--- src/lcd_4bit_write_sequencer_unit_assert.svh ---
// Assertion macros shared by the LCD sequencer RTL.
// Each macro expects clk_i and rst_ni to exist in the module that uses it.
`ifndef LCD_4BIT_WRITE_SEQUENCER_UNIT_ASSERT_SVH
`define LCD_4BIT_WRITE_SEQUENCER_UNIT_ASSERT_SVH

// The consequent must hold in the same cycle as the antecedent.
`define LCD4_ASSERT_NOW(label, ante, cons) \
  label: assert property (@(posedge clk_i) disable iff (!rst_ni) (ante) |-> (cons)) \
    else $error("lcd4: same-cycle check failed");

// The consequent must hold in the cycle after the antecedent.
`define LCD4_ASSERT_NEXT(label, ante, cons) \
  label: assert property (@(posedge clk_i) disable iff (!rst_ni) (ante) |=> (cons)) \
    else $error("lcd4: next-cycle check failed");

`endif

--- src/lcd4_pkg.sv ---
package lcd4_pkg;

  // Sequencer phases.
  typedef enum logic [2:0] {
    PH_IDLE,
    PH_WAIT,
    PH_SETUP,
    PH_HIGH,
    PH_POST
  } phase_e;

  // Configuration register indexes.
  localparam logic [1:0] CFG_POST_PULSE_WAIT = 2'd0;
  localparam logic [1:0] CFG_HOME_CLEAR_WAIT = 2'd1;

  // Reset values of the timing registers and the power-up wait.
  localparam logic [7:0]  POST_PULSE_WAIT_RST = 8'd45;
  localparam logic [15:0] HOME_CLEAR_WAIT_RST = 16'd2000;
  localparam logic [15:0] POWER_UP_WAIT_RST   = 16'd20000;

  // Init sequence: four single nibbles, then five bytes.
  localparam logic [3:0] INIT_NIBBLES = 4'd4;
  localparam logic [3:0] INIT_DONE    = 4'd9;

  // One request on the input channel.
  typedef struct packed {
    logic       mode;
    logic [7:0] byte_value;
    logic       is_character;
  } item_t;

  // One result on the output channel.
  typedef struct packed {
    logic [3:0] data_nibble;
    logic       register_select;
    logic       enable_pin;
    logic       busy_res;
    logic       rejected;
  } result_t;

  // Sequencer state.
  typedef struct packed {
    phase_e      phase;
    logic [15:0] wait_count;
    logic [3:0]  init_step;
    logic [7:0]  held_byte;
    logic        held_is_char;
    logic        low_half_next;
    logic [3:0]  pin_nibble;
    logic        pin_rs;
    logic        pin_enable;
  } state_t;

  // Extra wait after each of the four init nibbles.
  function automatic logic [15:0] init_extra(logic [1:0] idx);
    logic [15:0] val;
    unique case (idx)
      2'd0:    val = 16'd5000;
      2'd1:    val = 16'd200;
      default: val = 16'd0;
    endcase
    return val;
  endfunction

  // Instruction bytes of the init sequence.
  function automatic logic [7:0] init_byte(logic [2:0] idx);
    logic [7:0] val;
    unique case (idx)
      3'd0:    val = 8'h28;
      3'd1:    val = 8'h08;
      3'd2:    val = 8'h01;
      3'd3:    val = 8'h0C;
      3'd4:    val = 8'h80;
      default: val = 8'h00;
    endcase
    return val;
  endfunction

endpackage

--- src/lcd4_req_if.sv ---
interface lcd4_req_if;
  logic       valid;
  logic       ready;
  logic       mode;
  logic [7:0] byte_value;
  logic       is_character;

  modport source (output valid, mode, byte_value, is_character, input ready);
  modport sink   (input valid, mode, byte_value, is_character, output ready);
endinterface

--- src/lcd4_res_if.sv ---
interface lcd4_res_if;
  logic       valid;
  logic       ready;
  logic [3:0] data_nibble;
  logic       register_select;
  logic       enable_pin;
  logic       busy_res;
  logic       rejected;

  modport source (output valid, data_nibble, register_select, enable_pin, busy_res,
                  rejected, input ready);
  modport sink   (input valid, data_nibble, register_select, enable_pin, busy_res,
                  rejected, output ready);
endinterface

--- src/lcd4_core.sv ---
module lcd4_core (
  input  logic              clk_i,
  input  logic              rst_ni,
  input  logic              step_i,
  input  lcd4_pkg::item_t   item_i,
  input  logic              cfg_we_i,
  input  logic [1:0]        cfg_idx_i,
  input  logic [15:0]       cfg_wdata_i,
  output lcd4_pkg::result_t result_o
);

  lcd4_pkg::state_t state_q, state_d;
  logic [7:0]       post_wait_q;
  logic [15:0]      home_wait_q;
  logic             rejected;

  // Put one nibble on the pins and start its set-up tick.
  function automatic lcd4_pkg::state_t put_nibble(lcd4_pkg::state_t s, logic [3:0] nib,
                                                  logic rs);
    lcd4_pkg::state_t r;
    r = s;
    r.pin_nibble = nib;
    r.pin_rs     = rs;
    r.pin_enable = 1'b0;
    r.phase      = lcd4_pkg::PH_SETUP;
    return r;
  endfunction

  // Latch a byte and send its high nibble.
  function automatic lcd4_pkg::state_t start_byte(lcd4_pkg::state_t s, logic [7:0] b,
                                                  logic ch);
    lcd4_pkg::state_t r;
    r = s;
    r.held_byte     = b;
    r.held_is_char  = ch;
    r.low_half_next = 1'b0;
    return put_nibble(r, b[7:4], ch);
  endfunction

  // Start whatever follows a finished init nibble or byte.
  function automatic lcd4_pkg::state_t proceed(lcd4_pkg::state_t s);
    lcd4_pkg::state_t r;
    logic [7:0]       b;
    r = s;
    b = 8'h00;
    if (r.init_step < lcd4_pkg::INIT_NIBBLES) begin
      r = put_nibble(r, (r.init_step < 4'd3) ? 4'h3 : 4'h2, 1'b0);
    end else if (r.init_step < lcd4_pkg::INIT_DONE) begin
      b = lcd4_pkg::init_byte(3'(r.init_step - lcd4_pkg::INIT_NIBBLES));
      r.init_step = r.init_step + 4'd1;
      r = start_byte(r, b, 1'b0);
    end else begin
      r.phase = lcd4_pkg::PH_IDLE;
    end
    return r;
  endfunction

  // An extra wait; a zero wait moves on in the same item.
  function automatic lcd4_pkg::state_t extra_wait(lcd4_pkg::state_t s, logic [15:0] n);
    lcd4_pkg::state_t r;
    r = s;
    if (n == 16'd0) begin
      r = proceed(r);
    end else begin
      r.phase      = lcd4_pkg::PH_WAIT;
      r.wait_count = n;
    end
    return r;
  endfunction

  // The post-pulse wait of a nibble has ended.
  function automatic lcd4_pkg::state_t nibble_done(lcd4_pkg::state_t s, logic [15:0] hcw);
    lcd4_pkg::state_t r;
    logic [15:0]      e;
    r = s;
    e = 16'd0;
    if (r.init_step < lcd4_pkg::INIT_NIBBLES) begin
      e = lcd4_pkg::init_extra(r.init_step[1:0]);
      r.init_step = r.init_step + 4'd1;
      r = extra_wait(r, e);
    end else if (!r.low_half_next) begin
      r.low_half_next = 1'b1;
      r = put_nibble(r, r.held_byte[3:0], r.held_is_char);
    end else begin
      r.low_half_next = 1'b0;
      e = (!r.held_is_char && (r.held_byte < 8'd4)) ? hcw : 16'd0;
      r = extra_wait(r, e);
    end
    return r;
  endfunction

  // Advance the sequencer by one microsecond tick.
  function automatic lcd4_pkg::state_t tick(lcd4_pkg::state_t s, logic [7:0] ppw,
                                            logic [15:0] hcw);
    lcd4_pkg::state_t r;
    r = s;
    unique case (s.phase)
      lcd4_pkg::PH_WAIT, lcd4_pkg::PH_POST: begin
        if (r.wait_count != 16'd0) begin
          r.wait_count = r.wait_count - 16'd1;
        end
        if (r.wait_count == 16'd0) begin
          r = (s.phase == lcd4_pkg::PH_WAIT) ? proceed(r) : nibble_done(r, hcw);
        end
      end
      lcd4_pkg::PH_SETUP: begin
        r.pin_enable = 1'b1;
        r.phase      = lcd4_pkg::PH_HIGH;
      end
      lcd4_pkg::PH_HIGH: begin
        r.pin_enable = 1'b0;
        r.wait_count = {8'd0, ppw};
        if (ppw == 8'd0) begin
          r = nibble_done(r, hcw);
        end else begin
          r.phase = lcd4_pkg::PH_POST;
        end
      end
      default: begin
        r.phase = lcd4_pkg::PH_IDLE;
      end
    endcase
    return r;
  endfunction

  // Next state for the request at hand; a write while busy leaves the state alone.
  always_comb begin
    state_d  = state_q;
    rejected = 1'b0;
    if (item_i.mode) begin
      if (state_q.phase != lcd4_pkg::PH_IDLE) begin
        rejected = 1'b1;
      end else begin
        state_d = start_byte(state_q, item_i.byte_value, item_i.is_character);
      end
    end else begin
      state_d = tick(state_q, post_wait_q, home_wait_q);
    end
  end

  // Pin levels after the request is handled.
  always_comb begin
    result_o.data_nibble     = state_d.pin_nibble;
    result_o.register_select = state_d.pin_rs;
    result_o.enable_pin      = state_d.pin_enable;
    result_o.busy_res        = (state_d.phase != lcd4_pkg::PH_IDLE);
    result_o.rejected        = rejected;
  end

  // Sequencer state; reset starts the power-up wait.
  always_ff @(posedge clk_i or negedge rst_ni) begin
    if (!rst_ni) begin
      state_q.phase         <= lcd4_pkg::PH_WAIT;
      state_q.wait_count    <= lcd4_pkg::POWER_UP_WAIT_RST;
      state_q.init_step     <= 4'd0;
      state_q.held_byte     <= 8'd0;
      state_q.held_is_char  <= 1'b0;
      state_q.low_half_next <= 1'b0;
      state_q.pin_nibble    <= 4'd0;
      state_q.pin_rs        <= 1'b0;
      state_q.pin_enable    <= 1'b0;
    end else if (step_i) begin
      state_q <= state_d;
    end
  end

  // Timing registers. The power-up wait starts at reset with its reset value,
  // so it has no register here; a write to any index other than the two timing registers is dropped.
  always_ff @(posedge clk_i or negedge rst_ni) begin
    if (!rst_ni) begin
      post_wait_q <= lcd4_pkg::POST_PULSE_WAIT_RST;
      home_wait_q <= lcd4_pkg::HOME_CLEAR_WAIT_RST;
    end else if (cfg_we_i) begin
      if (cfg_idx_i == lcd4_pkg::CFG_POST_PULSE_WAIT) begin
        post_wait_q <= cfg_wdata_i[7:0];
      end
      if (cfg_idx_i == lcd4_pkg::CFG_HOME_CLEAR_WAIT) begin
        home_wait_q <= cfg_wdata_i;
      end
    end
  end

endmodule

--- src/lcd_4bit_write_sequencer_unit.sv ---
// Pipeline: an accepted request is held in the input register; its result is then captured
// in the result register once that register is free or being emptied by res_o.ready.
// Throughput: one request per cycle while the result side is ready; the sequencer state advances once per request.
// Reset (asynchronous, active low) clears the valid flags of both pipeline registers, loads the timing
// registers with their defaults and starts the power-up wait of 20000 ticks.
`include "lcd_4bit_write_sequencer_unit_assert.svh"

module lcd_4bit_write_sequencer_unit (
  input  logic        clk_i,
  input  logic        rst_ni,
  lcd4_req_if.sink    req_i,
  lcd4_res_if.source  res_o,
  input  logic        cfg_we_i,
  input  logic [1:0]  cfg_idx_i,
  input  logic [15:0] cfg_wdata_i
);

  logic               in_valid_q;
  lcd4_pkg::item_t    in_q;
  logic               out_valid_q;
  lcd4_pkg::result_t  res_q;
  lcd4_pkg::result_t  res_d;
  logic               advance;

  // A held request moves on when the result register is free or being emptied.
  assign advance     = in_valid_q && (!out_valid_q || res_o.ready);
  assign req_i.ready = !in_valid_q || advance;

  // Input register.
  always_ff @(posedge clk_i or negedge rst_ni) begin
    if (!rst_ni) begin
      in_valid_q <= 1'b0;
    end else if (req_i.ready) begin
      in_valid_q <= req_i.valid;
    end
  end

  always_ff @(posedge clk_i) begin
    if (req_i.valid && req_i.ready) begin
      in_q.mode         <= req_i.mode;
      in_q.byte_value   <= req_i.byte_value;
      in_q.is_character <= req_i.is_character;
    end
  end

  lcd4_core u_core (
    .clk_i       (clk_i),
    .rst_ni      (rst_ni),
    .step_i      (advance),
    .item_i      (in_q),
    .cfg_we_i    (cfg_we_i),
    .cfg_idx_i   (cfg_idx_i),
    .cfg_wdata_i (cfg_wdata_i),
    .result_o    (res_d)
  );

  // Result register.
  always_ff @(posedge clk_i or negedge rst_ni) begin
    if (!rst_ni) begin
      out_valid_q <= 1'b0;
    end else if (advance) begin
      out_valid_q <= 1'b1;
    end else if (res_o.ready) begin
      out_valid_q <= 1'b0;
    end
  end

  always_ff @(posedge clk_i) begin
    if (advance) begin
      res_q <= res_d;
    end
  end

  assign res_o.valid           = out_valid_q;
  assign res_o.data_nibble     = res_q.data_nibble;
  assign res_o.register_select = res_q.register_select;
  assign res_o.enable_pin      = res_q.enable_pin;
  assign res_o.busy_res        = res_q.busy_res;
  assign res_o.rejected        = res_q.rejected;

  // A request that moves on always lands in the result register.
  `LCD4_ASSERT_NEXT(a_adv_fills_out, advance, out_valid_q)
  // A held request that cannot move on stays held.
  `LCD4_ASSERT_NEXT(a_in_held, in_valid_q && !advance, in_valid_q)
  // Only a busy sequencer rejects a write.
  `LCD4_ASSERT_NOW(a_rej_busy, out_valid_q && res_q.rejected, res_q.busy_res)
  // The strobe is only high in the middle of a transfer.
  `LCD4_ASSERT_NOW(a_en_busy, out_valid_q && res_q.enable_pin, res_q.busy_res)

endmodule
--- src/flat_wrapper.sv ---
// flat-port wrapper written by rule: the top's interface ports become plain ports
module lcd_4bit_write_sequencer_unit_flat 
  (clk_i, rst_ni, cfg_we_i, cfg_idx_i, cfg_wdata_i, req_i_valid, req_i_mode, req_i_byte_value, req_i_is_character, req_i_ready, res_o_valid, res_o_data_nibble, res_o_register_select, res_o_enable_pin, res_o_busy_res, res_o_rejected, res_o_ready);
  lcd4_req_if req_i_i ();
  lcd4_res_if res_o_i ();
  input  logic clk_i;
  input  logic rst_ni;
  input  logic cfg_we_i;
  input  logic [1:0] cfg_idx_i;
  input  logic [15:0] cfg_wdata_i;
  input wire logic [$bits(req_i_i.valid)-1:0] req_i_valid;
  input wire logic [$bits(req_i_i.mode)-1:0] req_i_mode;
  input wire logic [$bits(req_i_i.byte_value)-1:0] req_i_byte_value;
  input wire logic [$bits(req_i_i.is_character)-1:0] req_i_is_character;
  output wire logic [$bits(req_i_i.ready)-1:0] req_i_ready;
  output wire logic [$bits(res_o_i.valid)-1:0] res_o_valid;
  output wire logic [$bits(res_o_i.data_nibble)-1:0] res_o_data_nibble;
  output wire logic [$bits(res_o_i.register_select)-1:0] res_o_register_select;
  output wire logic [$bits(res_o_i.enable_pin)-1:0] res_o_enable_pin;
  output wire logic [$bits(res_o_i.busy_res)-1:0] res_o_busy_res;
  output wire logic [$bits(res_o_i.rejected)-1:0] res_o_rejected;
  input wire logic [$bits(res_o_i.ready)-1:0] res_o_ready;
  assign req_i_i.valid = req_i_valid;
  assign req_i_i.mode = req_i_mode;
  assign req_i_i.byte_value = req_i_byte_value;
  assign req_i_i.is_character = req_i_is_character;
  assign req_i_ready = req_i_i.ready;
  assign res_o_valid = res_o_i.valid;
  assign res_o_data_nibble = res_o_i.data_nibble;
  assign res_o_register_select = res_o_i.register_select;
  assign res_o_enable_pin = res_o_i.enable_pin;
  assign res_o_busy_res = res_o_i.busy_res;
  assign res_o_rejected = res_o_i.rejected;
  assign res_o_i.ready = res_o_ready;
  lcd_4bit_write_sequencer_unit u_core (.clk_i(clk_i), .rst_ni(rst_ni), .req_i(req_i_i), .res_o(res_o_i), .cfg_we_i(cfg_we_i), .cfg_idx_i(cfg_idx_i), .cfg_wdata_i(cfg_wdata_i));
endmodule
--- config.mk ---
export PLATFORM = sky130hd
export DESIGN_NAME = lcd_4bit_write_sequencer_unit_flat
export DESIGN_NICKNAME = d
export VERILOG_FILES = /design/src/lcd4_pkg.sv /design/src/lcd4_req_if.sv /design/src/lcd4_res_if.sv /design/src/lcd4_core.sv /design/src/lcd_4bit_write_sequencer_unit.sv /design/src/flat_wrapper.sv
export VERILOG_INCLUDE_DIRS = /design/src /design/src/src
export SDC_FILE = /design/constraint.sdc
export NUM_CORES = 1
export LEC_CHECK = 0
export BUFFER_PORTS_ARGS = -buffer_cell sky130_fd_sc_hd__buf_4
export CORE_ASPECT_RATIO = 0.5
export CORE_MARGIN = 1.5
export CORE_UTILIZATION = 30
export CTS_CLUSTER_SIZE = 30
export DETAILED_ROUTE_END_ITERATION = 12
export GPL_TIMING_DRIVEN = 0
export SLEW_MARGIN = 20
export SYNTH_ARGS = -nofsm -noshare
export SYNTH_HDL_FRONTEND = slang
export SYNTH_SLANG_ARGS = --single-unit
export TNS_END_PERCENT = 5
--- constraint.sdc ---
create_clock -name clk_i -period 4.6 [get_ports clk_i]
set_clock_uncertainty 0.2 [all_clocks]
set_input_delay 0.92 -clock clk_i [delete_from_list [all_inputs] [get_ports clk_i]]
set_output_delay 0.92 -clock clk_i [all_outputs]
set_load 0.05 [all_outputs]
Word-level counts from Yosys, hierarchy flattened
Index checks and enable logic that the tools add are counted.
{ "word_totals": {"input_bits": 33, "regBits": 83, "out_inout_bits": 10} }
{ "classes": {"n_reduce_logical": 30, "n_mux": 50, "eq_ne": 41, "n_bitwise": 1, "magnitude_cmp": 7, "add_sub_neg": 5} }
{ "ops": {"columns": ["cell", "count"], "rows": [
  ["$mux 39", 6],
  ["$mux 38", 5],
  ["$mux 20", 9],
  ["$mux 16", 11],
  ["$pmux 8 s5", 2],
  ["$pmux 35 s2", 1],
  ["$logic_not 16->1", 4],
  ["$ne 4x3->1 const B", 12],
  ["$mux 19", 2],
  ["$mux 18", 2],
  ["$mux 36", 1],
  ["$pmux 13 s2", 1],
  ["$reduce_and 13->1", 2],
  ["$reduce_and 19->1", 1],
  ["$eq 3x2->1 const B", 6],
  ["$ne 3x3->1 const B", 6],
  ["$reduce_bool 16->1", 1],
  ["$sub 16x1->16 const B", 1],
  ["$ne 5x4->1 const B", 2],
  ["$eq 3x1->1 const B", 3],
  ["$eq 3x3->1 const B", 3],
  ["$pmux 3 s3", 1],
  ["$reduce_bool 3->1", 3],
  ["$add 4x1->4 const B", 2],
  ["24 further kinds", 47]
]} }

Logic depth before layout (Yosys ltp)
{ "logic_depth": {"word_depth": 16, "depth_mapped": 13} }

By module
A second synthesis with hierarchy kept.
{ "hier_totals": {"cells_unflattened": 654, "hier_area_um2": 5698.0} }
{ "modules_own_cells": {"columns": ["module", "instances", "cells_per_inst", "seq_area_each_um2", "area_per_inst_um2"], "rows": [
  ["lcd4_core", 1, 628, 1596.5, 5053.6],
  ["lcd_4bit_write_sequencer_unit", 1, 26, 590.6, 644.4]
]} }

Least setup slack after synthesis
No wires, ideal clock.
{ "synth_timing": {"path_type": "reg-to-reg", "from": "register u_core.u_core.state_q[20] in the netlist's numbering", "to": "register u_core.res_q, in the netlist u_core.res_o.data_nibble[2] (data pin)", "required_time_ps": 4145, "t_arrival_ps": 2939, "path_buffers": 3, "slack_ps": 1206, "stages_incl_launch_ff": 14, "synth_period_minus_slack_ps": 3394, "cell_sequence": "dfrtp_1 buf_6 inv_1 ha_1 or4b_4 nor4_4 mux2i_1 nor3b_2 and3_1 buf_6 a21oi_4 buf_6 a22o_1 a31o_1"} }
{ "synth_rtl": {"columns": ["element", "line_no", "source"], "rows": [
  ["start: declaration", "lcd4_core.sv:12", "lcd4_pkg::state_t state_q, state_d;"],
  ["start signal: assignment", "lcd4_core.sv:163", "state_q <= state_d;"],
  ["end signal: assignment", "lcd_4bit_write_sequencer_unit.sv:70", "res_q <= res_d;"],
  ["end: declaration", "lcd_4bit_write_sequencer_unit.sv:21", "lcd4_pkg::result_t res_q;"]
]} }

Worst setup path in the final report
{ "layout_timing": {"from": "register u_core.u_core.state_q[20] in the netlist's numbering", "to": "register u_core.u_core.state_q[32] in the netlist's numbering"} }
{ "layout_between": {"elab_chain_len": 11, "elab_cells_between_ends": 16, "classes_between": "1 x add/sub; 13 x mux; 2 x reduce/logical"} }
{ "layout_lines": {"columns": ["element", "line_no", "source"], "rows": [
  ["$sub 16x1->16 / $reduce_bool 16->1 (equally long branches)", "lcd4_core.sv:100, lcd4_core.sv:99", null],
  ["$mux 16 (*)", "lcd4_core.sv:99", "if (r.wait_count != 16'd0) begin"],
  ["$mux 16 (*)", "lcd4_core.sv:97", "unique case (s.phase)"],
  ["$mux 16 (*)", "lcd4_core.sv:130", "if (item_i.mode) begin"],
  ["$mux 18 / $mux 38 (equally long branches)", "lcd4_core.sv:62, lcd4_core.sv:46", null],
  ["$mux 38 / $mux 19 (equally long branches)", "lcd4_core.sv:81, lcd4_core.sv:62", null],
  ["$mux 39", "lcd4_core.sv:77", "if (r.init_step < lcd4_pkg::INIT_NIBBLES) begin"],
  ["$mux 39", "lcd4_core.sv:103", "r = (s.phase == lcd4_pkg::PH_WAIT) ? proceed(r) : nibble_done(r, hcw);"],
  ["$mux 39 (*)", "lcd4_core.sv:102", "if (r.wait_count == 16'd0) begin"],
  ["$pmux 35 s2 (*)", "lcd4_core.sv:97", null],
  ["$mux 39 (*)", "lcd4_core.sv:130", null]
]} }
Every way passes the cells marked *; elsewhere a longest branch is shown, timed or not. The select of a mux whose other input is x is not followed.
A chain may end at the register's enable or synchronous reset.

==> flow_results.org <==
** Timing
- Worst slew pin tran :: 1.051 ns
- Time the final worst path needs with I/O delays and setup :: 4.152 ns
- Final number of hold-violating endpoints :: 0
- Achievable frequency :: 240.9 MHz
- Setup repair after global routing left no endpoint under its margin.
- The number of slew-limit violations in the final report is 0.
- The worst pin sits at a relative slew slack of 29.38%.
- After routing, the total negative slack on setup checks comes to 0 ns.
- Share of the cycle needed by the critical path after routing :: 90.25%
- Setup violations remaining at the end of the flow were counted as 0.

** Floorplan
- Die area :: 0.02026 mm²
- Area of the core region :: 0.01870 mm²
- Measured along the x axis, the die boundary spans 199.8 µm.
- The floorplan step set the die height to 101.4 µm.
- Row generation in the floorplan step produced 35 rows.
- Once the floorplan was initialized, standard cells occupied 31.07% of the core.
- 43 I/O pins were placed.

** Pwr
- Dividing total power by cell area gives a power density of 398.4 mW/mm².
- For this design the static power due to leakage is 0.002595 µW.
- Peak supply drop :: 0.1897 mV

** Final layout
- Fillers :: 1976
- 0 antenna diodes ended up in the layout.
- Across the whole layout, storage elements account for 0.002187 mm².
- Share of post-route cells with drive strength above 1 :: 20.20%
- Summing all multi-input logic gate instances after layout gives 0.003346 mm².
- Compared with the post-synthesis result, the final layout area differs by 16.60%.
- Number of cells in the finished layout apart from fillers :: 972
- Final #Nets :: 751

** Clock network
- Post-CTS repair changed the size of 0 cells.
- TritonCTS clock tree :: built
- Insertion delay of the later-clocked pin in the worst-skew pair :: 0.35 ns
- Clk sinks :: 83
- Clock Path Buffers :: 2
- Number of levels in the clock H-tree :: 3
- Clock tree synthesis inserted a total of 9 buffers.
- Buffers inserted to repair hold after CTS numbered 0.
- Buffers inserted during post-CTS setup optimization :: 0
- Clock-pin slew was measured on the worst setup and hold paths at 0.07 ns.
- The root buffer cell chosen for the clock tree is sky130_fd_sc_hd__clkbuf_16.

** Critical path
- Across all register-to-register paths, the minimum setup slack is 0.45 ns.
- The worst setup path is captured at a flop.
- Worst Path Required :: 4.62 ns
- The worst setup path is launched from a flop.
- Arrival time at the worst endpoint :: 4.17 ns
- Max Fanout on Critical Path :: 10
- Category of the most critical setup path :: flop to flop

** Synthesis
- Commonest register cell after synthesis :: sky130_fd_sc_hd__dfrtp_1
- Yosys Warn Count :: 0
- Ranked by total cell area, the synthesized netlist is headed by sky130_fd_sc_hd__dfrtp_1 (21%), sky130_fd_sc_hd__edfxtp_1 (9.3%), sky130_fd_sc_hd__dfstp_2 (7.2%).
- Post-synthesis sequential area ratio :: 37.64%
- Number of standard cells after synthesis :: 655
- In this run, synthesis produced a sequential element count of 83.
- The synthesized design devotes to its leading area cell type 21.10% of total area.
- Post-Synthesis Net Count :: 698
- Area of the mapped netlist :: 0.005811 mm²
- Average cell area after synthesis :: 8.871 µm²
- Post-synthesis cell type count :: 80
- Of all cell types, the one taking the most synthesized area is sky130_fd_sc_hd__dfrtp_1.
- Ys async rst share :: 78.31%
- In this run, synthesis inferred 18 flip-flops with an integrated enable.

** Worst hold path
- Worst hold path type :: flop to flop

** Global routing
- Overall global routing resource usage :: 19.76%
- The via count of the first global-routing pass came to 5390.
- Final global-route overflow total :: 0
- First-pass GRT wire length :: 30.70 mm
- Number of antenna violations at the first check in global routing :: 0
- Largest net degree at the start of global routing :: 66

** Placement
- The congestion estimate from routability-driven global placement came to 0.9903.
- Total half-perimeter wirelength after legalization and detailed placement :: 14.26 mm
- Once placement completed, the tool counted placed cells totaling 956.
- Input and output buffers added on the ports amount to 42.

** Routing
- For this run, design rule violations remaining after detail routing come to 0.
- Count of TritonRoute iterations in the first routing pass :: 5
- After detailed routing, the number of vias per cell comes to 5.854.
- DRC marker count from the first detailed-route iteration :: 737
- For this block, the routed nets add up to 19.34 mm of wire.
- Detailed-route wire length per cell :: 19.90 µm
- In this run the remaining antenna-violating nets after routing total 0.
- Routed via count :: 5690

** Flow run
- The tool flagged a number of max-cap violations equal to 0.

** Status
- The flow ran to the end, and the final reports show no timing, DRC or antenna violations.
-- metal layers --
layer	up-vias	track usage [%]	part of all wire [%]
met2	273	30.45	44
met4	0	5.784	1.7
met1	2800	28.66	47
met3	31	2.897	7.6
met5	-	0	0
li1	2586	-	-
-- cells by family (layout without fill, tap and decap cells) --
group / Yosys count / in the layout / share of synthesized area, %
AND/OR/NAND/NOR: 262 / 262 / 23.58
AO/OA/AOI/OAI: 202 / 202 / 23.71
flip-flops: 83 / 83 / 37.64
buffers and inverters: 56 / 114 / 5.060
multiplexers: 40 / 40 / 7.558
adder cells (fa/ha/maj): 10 / 10 / 2.153
XOR/XNOR: 2 / 2 / 0.3015
-- per-stage QoR --
stage	total power, µW	hold WS (ns)	area (µm²)	setup slack (ns)	util (%)
2_1_floorplan	1640	0.2569	5811	1.206	-
5_1_grt	2842	0.3243	6775	0.2599	36.23
4_1_cts	2698	0.2947	6769	0.5702	36.20
6_report	2700	0.2914	6775	0.4485	36.23
3_3_place_gp	1906	0.2746	6450	0.4926	34.49
3_5_place_dp	1917	0.2776	6460	0.4795	34.55
-- report_power, final --
part	internal (µW)	switching [µW]
Clock	441	334
Sequential	889	125
Combinational	357	554
-- cell usage after synthesis, types with 7 or more instances --
cell type,instances
sky130_fd_sc_hd__nor2b_1,7
sky130_fd_sc_hd__nor3_1,27
sky130_fd_sc_hd__o31ai_1,7
sky130_fd_sc_hd__a31oi_1,19
sky130_fd_sc_hd__nand2_1,78
sky130_fd_sc_hd__dfrtp_1,49
sky130_fd_sc_hd__nor4_1,12
sky130_fd_sc_hd__a21oi_1,48
sky130_fd_sc_hd__a22o_1,8
sky130_fd_sc_hd__nand4_1,7
sky130_fd_sc_hd__dfstp_2,16
sky130_fd_sc_hd__nor2_1,52
sky130_fd_sc_hd__inv_1,14
sky130_fd_sc_hd__o22ai_1,8
sky130_fd_sc_hd__ha_1,10
sky130_fd_sc_hd__o21ai_0,36
sky130_fd_sc_hd__nand2b_1,8
sky130_fd_sc_hd__mux2i_1,9
sky130_fd_sc_hd__clkbuf_1,24
sky130_fd_sc_hd__edfxtp_1,18
sky130_fd_sc_hd__mux2_2,29
sky130_fd_sc_hd__a22oi_1,8
sky130_fd_sc_hd__nand3_1,21
sky130_fd_sc_hd__buf_6,8
-- layout by cell type (no fill, tap or decap), drive strengths merged, types with 6 or more instances in the layout --
cell type / instances
mux2: 31
a22o: 8
o31a: 6
a31o: 6
nand2: 79
inv: 17
nand3: 21
a31oi: 19
dfrtp: 49
o22ai: 9
or3: 6
a21oi: 50
mux2i: 9
o211ai: 6
and3: 6
edfxtp: 18
or4: 8
ha: 10
nor4: 16
nand3b: 6
dfstp: 16
a22oi: 8
o21ai: 37
clkbuf: 35
o31ai: 7
nor2b: 7
nand4: 7
buf: 57
nand2b: 8
nor2: 52
nor3: 27
-- registers in the layout, indices dropped and copies added, names as in the netlist --
name,cells
u_core.in_q,10
u_core.in_valid_q,1
u_core.res_o.busy_res,1
u_core.res_o.data_nibble,4
u_core.res_o.enable_pin,1
u_core.res_o.register_select,1
u_core.res_o.rejected,1
u_core.res_o.valid,1
u_core.u_core.home_wait_q,16
u_core.u_core.post_wait_q,8
u_core.u_core.state_q,39
-- cell type report --
type	count	share of cell area, %
multi-input cells	516	49.38
flip-flops and latches	83	32.28
well taps	259	4.783
repair buffers	42	4.654
clock buffers	10	3.527
plain buffers	41	3.509
clock inverters	6	1.034
inverters	15	0.8310
-- critical path: stages (launching register included) --
cell                      delay [ns]
sky130_fd_sc_hd__dfrtp_1        0.37
sky130_fd_sc_hd__buf_6          0.14
sky130_fd_sc_hd__inv_1          0.05
sky130_fd_sc_hd__ha_1           0.25
sky130_fd_sc_hd__or4b_4         0.57
sky130_fd_sc_hd__nor4_4         0.24
sky130_fd_sc_hd__mux2i_1        0.43
sky130_fd_sc_hd__nor3b_2        0.37
sky130_fd_sc_hd__nand3_1        0.39
sky130_fd_sc_hd__nor2_1         0.50
sky130_fd_sc_hd__a21oi_1        0.13
sky130_fd_sc_hd__a221o_1        0.38
-- worst paths after layout --
kind                                                  to  depth (start not counted)                       from
max                            u_core.u_core.state_q[32]                         11  u_core.u_core.state_q[20]
min                                   u_core.res_o.valid                          1          u_core.in_valid_q
max reg2reg                    u_core.u_core.state_q[32]                         11  u_core.u_core.state_q[20]
min reg2reg                           u_core.res_o.valid                          1          u_core.in_valid_q
max in group asynchronous  u_core.u_core.home_wait_q[13]                          1                     rst_ni
min in group asynchronous             u_core.res_o.valid                          1                     rst_ni
No activity file was read; power rests on OpenSTA's default activity.
